## src/rtl/assert_macros.svh

```systemverilog
// Assertion macros shared by the stereo block-match RTL.
// No dependencies.
`ifndef ASSERT_MACROS_SVH
`define ASSERT_MACROS_SVH
`ifndef NO_ASSERTIONS
`define ASSERT_IMPLY(label, clk, rst_n, ante, cons) \
  label: assert property (@(posedge clk) disable iff (!rst_n) (ante) |-> (cons)) \
    else $error("assertion failed");
`define ASSERT_NEXT(label, clk, rst_n, ante, cons) \
  label: assert property (@(posedge clk) disable iff (!rst_n) (ante) |=> (cons)) \
    else $error("assertion failed");
`else
`define ASSERT_IMPLY(label, clk, rst_n, ante, cons)
`define ASSERT_NEXT(label, clk, rst_n, ante, cons)
`endif
`endif

```

## src/rtl/ssbm_pkg.sv

```systemverilog
// Package for the stereo block matcher: payload types, codes, state enum.
// No dependencies.
`timescale 1ns / 1ps
`default_nettype none
package ssbm_pkg;
  typedef struct packed {
    logic [7:0] left_pixel;
    logic [7:0] right_pixel;
  } in_item_t;

  typedef struct packed {
    logic [9:0] map_column;
    logic [9:0] map_row;
    logic [4:0] disparity;
    logic       last_of_run;
  } out_item_t;

  localparam logic [0:0] REG_WIDTH  = 1'b0;
  localparam logic [0:0] REG_HEIGHT = 1'b1;
  localparam logic [10:0] WIDTH_RESET  = 11'd752;
  localparam logic [10:0] HEIGHT_RESET = 11'd480;
  localparam logic [10:0] MAX_HEIGHT   = 11'd1024;

  typedef enum logic [2:0] {
    ST_IDLE,   // wait for a pixel
    ST_POS,    // next result position
    ST_CAND,   // start a candidate
    ST_ACC,    // accumulate SAD
    ST_DRAIN,  // last reads in flight
    ST_EMIT    // hand result to output reg
  } state_e;

  // controller -> datapath
  typedef struct packed {
    logic write_px;     // store accepted pixel, latch counters
    logic pos_first;    // load first result x
    logic pos_next;     // advance result x
    logic cand_first;   // reset candidate to lo
    logic cand_next;    // advance candidate
    logic sum_clear;    // clear SAD accumulator and tap counter
    logic rd_issue;     // issue a store read for the next tap
    logic cand_done;    // compare finished candidate
    logic emit;         // load output register
  } cmd_t;

  // datapath -> controller
  typedef struct packed {
    logic has_result;   // accepted pixel produces results
    logic pos_last;     // current x is the last for this pixel
    logic cand_last;    // current candidate is hi
    logic taps_done;    // all BLOCK*BLOCK taps issued
    logic pipe_empty;   // no read in flight
  } status_t;
endpackage
`default_nettype wire

```

## src/rtl/ssbm_ctrl.sv

```systemverilog
// Controller state machine: handshakes and sequencing of the datapath.
// Depends on ssbm_pkg and assert_macros.svh.
`timescale 1ns / 1ps
`default_nettype none
`include "assert_macros.svh"
module ssbm_ctrl (
  input  wire logic              clk_i,
  input  wire logic              rst_ni,
  input  wire logic              in_valid_i,
  output logic                   in_ready_o,
  output logic                   out_valid_o,
  input  wire logic              out_ready_i,
  input  wire ssbm_pkg::status_t status_i,
  output ssbm_pkg::cmd_t         cmd_o
);
  import ssbm_pkg::*;

  state_e state_q, state_d;
  logic   ov_q, ov_d;

  always_ff @(posedge clk_i or negedge rst_ni) begin
    if (!rst_ni) begin
      state_q <= ST_IDLE;
      ov_q    <= 1'b0;
    end else begin
      state_q <= state_d;
      ov_q    <= ov_d;
    end
  end

  // next state and commands
  always_comb begin
    state_d = state_q;
    cmd_o   = '0;
    ov_d    = ov_q && !out_ready_i;
    in_ready_o = (state_q == ST_IDLE);
    case (state_q)
      ST_IDLE: begin
        if (in_valid_i) begin
          cmd_o.write_px = 1'b1;
          state_d = ST_POS;
        end
      end
      ST_POS: begin
        if (status_i.has_result) begin
          cmd_o.pos_first = 1'b1;
          state_d = ST_CAND;
        end else begin
          state_d = ST_IDLE;
        end
      end
      ST_CAND: begin
        cmd_o.cand_first = 1'b1;
        cmd_o.sum_clear  = 1'b1;
        state_d = ST_ACC;
      end
      ST_ACC: begin
        if (status_i.taps_done) state_d = ST_DRAIN;
        else cmd_o.rd_issue = 1'b1;
      end
      ST_DRAIN: begin
        if (status_i.pipe_empty) begin
          cmd_o.cand_done = 1'b1;
          if (status_i.cand_last) begin
            state_d = ST_EMIT;
          end else begin
            cmd_o.cand_next = 1'b1;
            cmd_o.sum_clear = 1'b1;
            state_d = ST_ACC;
          end
        end
      end
      ST_EMIT: begin
        if (!ov_q || out_ready_i) begin
          cmd_o.emit = 1'b1;
          ov_d = 1'b1;
          if (status_i.pos_last) begin
            state_d = ST_IDLE;
          end else begin
            cmd_o.pos_next = 1'b1;
            state_d = ST_CAND;
          end
        end
      end
      default: state_d = ST_IDLE;
    endcase
  end

  assign out_valid_o = ov_q;

  `ASSERT_IMPLY(a_emit_free, clk_i, rst_ni, cmd_o.emit, !ov_q || out_ready_i)
  `ASSERT_IMPLY(a_accept_idle, clk_i, rst_ni, cmd_o.write_px, state_q == ST_IDLE)
  `ASSERT_NEXT(a_emit_valid, clk_i, rst_ni, cmd_o.emit, ov_q)
endmodule
`default_nettype wire

```

## config.mk

```make
export PLATFORM = sky130hd
export DESIGN_NAME = ssbm_ctrl
export DESIGN_NICKNAME = d
export VERILOG_FILES = /design/src/rtl/ssbm_pkg.sv /design/src/rtl/ssbm_ctrl.sv
export VERILOG_INCLUDE_DIRS = /design/src /design/src/rtl
export SDC_FILE = /design/constraint.sdc
export NUM_CORES = 1
export LEC_CHECK = 0
export ABC_AREA = 0
export BUFFER_PORTS_ARGS = -buffer_cell sky130_fd_sc_hd__buf_2
export CAP_MARGIN = 20
export CORE_AREA = 2 2 39 41
export DETAILED_ROUTE_END_ITERATION = 8
export DIE_AREA = 0 0 41 43
export PLACE_DENSITY = 0.62
export SYNTH_ARGS = -nofsm -noshare
export SYNTH_HDL_FRONTEND = slang
export SYNTH_SLANG_ARGS = --single-unit
```

## constraint.sdc

```tcl
create_clock -name clk_i -period 2 [get_ports clk_i]
set_input_delay 0.2 -clock clk_i [delete_from_list [all_inputs] [get_ports clk_i]]
set_output_delay 0.2 -clock clk_i [all_outputs]
set_load 0.05 [all_outputs]
```

==> flow_summary.ini <==
[pwr]
power_density_nw_per_um2 = 1680
ir_drop_mv = 0.4726
p_leak_nw = 0.2516
total_power_w = 0.0007799

[clocking]
cts_root_buffer = clkbuf_4
clk_pin_slew_ps = 30
cts_sinks = 4
htree_num_levels = 1
cts_resized = 0
hold_buffers = 1
cts_buffers = 3
postCtsSetupRepairBufs = 0
cts_tree = yes
cts_buffer_depth = 2
clk_latency_ps = 240

[critical_path]
worstReg2RegEnd = state_q[0]
crit_path_end_kind = output pin
worstSetupPathType = flip-flop to output pin
rr_worst_depth = 3
required_ps = 1800
crit_arrival_ps = 1500
crit_path_start_kind = flip-flop
worstPathMaxFanout = 9
timing.rr.start = state_q[2]
rrSetupSlack_ps = 860

[layout]
drive_gt1_share_pct = 45.90
mostFrequentLayoutCells = buf_2, nor2b_1, nand2_1
areaGrowthSynthToFinish_pct = 38.43
fill_cells = 155
antenna_cells = 0
final_common_cell = buf_2
finalNetCount = 72

[global_route]
grt.overflow.total = 0
grt_pass1_vias = 339
gr-usage-met2_pct = 16.88
grt_pass1_wl_um = 1352
busiest_layer = met2
track_usage_pct = 11.86
use_met3_pct = 7.853
grt_antenna_before_repair = 0
met1_usage_pct = 14.84
grt_max_degree = 13

[min_path]
min_to = state_q[0]
hp-start = status_i[0]
hp-class = input port to flip-flop
hold_depth = 3

[drt]
wirelength_um = 829
drt_pass1_iterations = 4
antenna_left = 0
wire_per_inst_um = 10.77
drc_errors = 0
vias = 353
drt_iter0_drc = 6
routed_via_density = 4.584

[synthesis]
synth_area_um2 = 335.3
seq_area_frac_synth_pct = 29.85
syn_avg_cell_area_um2 = 8.383
synth-main-ff-cell = dfrtp_1
yosysWarnings = 0
synthCells = 40
yosys_register_bits = 4
synth_nets = 49
yosysUniqueCellTypes = 23
synth_edf_count = 0
async_flop_share_pct = 100.0

[floorplan]
core-area_um2 = 1384
die_h_um = 43
io_pins = 20
die_w_um = 41
num_rows = 14
die_area_um2 = 1763
start_util_pct = 24.23

[flow_run]
maxCapViolCount = 0

[sta]
skew_ps = 7.940
layout_setup_ws_ps = 298.2
worstMarginPinSlew_ps = 381.7
fin_crit_ps = 1702
setup_viol = 0
maxSlewViolCount = 0
hold_viol = 0
fin_tns_setup_ps = 0
max-slew-margin-rel_pct = 74.55
fin_crit_sh_pct = 85.09
fmax_ghz = 0.5876
rsz0062_at_grt = false

[placed_design]
dp_hpwl_um = 631.9
io_buffers = 19
place_ws_ps = 545.4
place_congestion = 0.7773

[outcome]
status = completed
-- cell families (layout without fill, tap and decap cells) --
family                 count (synthesis)  after routing  share of synthesized area, %
AO/OA/AOI/OAI                          7              7                         16.04
buffers and inverters                  4             25                         7.837
flip-flops                             4              4                         29.85
multiplexers                           1              1                         2.985
AND/OR/NAND/NOR                       24             24                         43.29
-- synth_stat cells, types with 2 or more instances --
library cell,number,area [µm²]
inv_1,2,7.510
dfrtp_1,4,100.1
nor2b_1,5,31.28
nor3_1,2,10.01
nand2b_1,2,12.51
a21oi_1,2,10.01
nand2_1,5,18.77
nor2_1,3,11.26
-- layer usage --
layer  share of wire [%]  vias to the layer above
li1                    -                      181
met1                  46                      158
met2                  45                       14
met3                 8.7                        0
met4                   0                        0
met5                   0                        -
-- flip-flops by register name (all words and copies together), names as in the netlist --
register	flops
state_q	3
out_valid_o	1
-- stage by stage --
| step | hold WS [ps] | util, % | instance area (µm²) | instances |
|---|---|---|---|---|
| floorplan | -95.59 | - | 335.3 | 40 |
| global placement | 8.428 | 31.19 | 431.7 | 73 |
| detailed placement | 11.21 | 31.19 | 431.7 | 73 |
| CTS | 206.5 | 33.54 | 464.2 | 77 |
| global route | 248.3 | 33.54 | 464.2 | 77 |
| finish | 215.2 | 33.54 | 464.2 | 77 |
-- worst max-delay path by stage --
stage                    start        to  slack, ps  cells past startpoint
detailed placement  state_q[2]  cmd_o[6]        550                      4
floorplan           state_q[0]  cmd_o[8]        100                      2
global route        state_q[2]  cmd_o[6]        190                      4
global placement    state_q[2]  cmd_o[6]        540                      4
finish              state_q[2]  cmd_o[6]        300                      4
CTS                 state_q[2]  cmd_o[6]        290                      4
-- power breakdown --
part	total, W	internal (W)	switching, W
Clock	0.000103	0.0000673	0.0000354
Combinational	0.000485	0.000151	0.000334
Sequential	0.000192	0.000114	0.0000782
Total	0.000780	0.000332	0.000448
-- critical path, cell delays in order, from the launching register on --
cell and delay [ps]:
dfrtp_1 500, nor2b_2 250, nand2_2 120, nor3_2 120, buf_2 270
-- area by class of cell --
class | instances | area [µm²] | share of cell area (%)
timing repair buffer | 20 | 105.1 | 22.64
sequential | 4 | 100.1 | 21.56
tap | 16 | 20.02 | 4.313
clock buffer | 3 | 22.52 | 4.852
multi-input combinational | 32 | 209.0 | 45.01
inverter | 2 | 7.507 | 1.617
No activity file was read; power rests on OpenSTA's default activity.
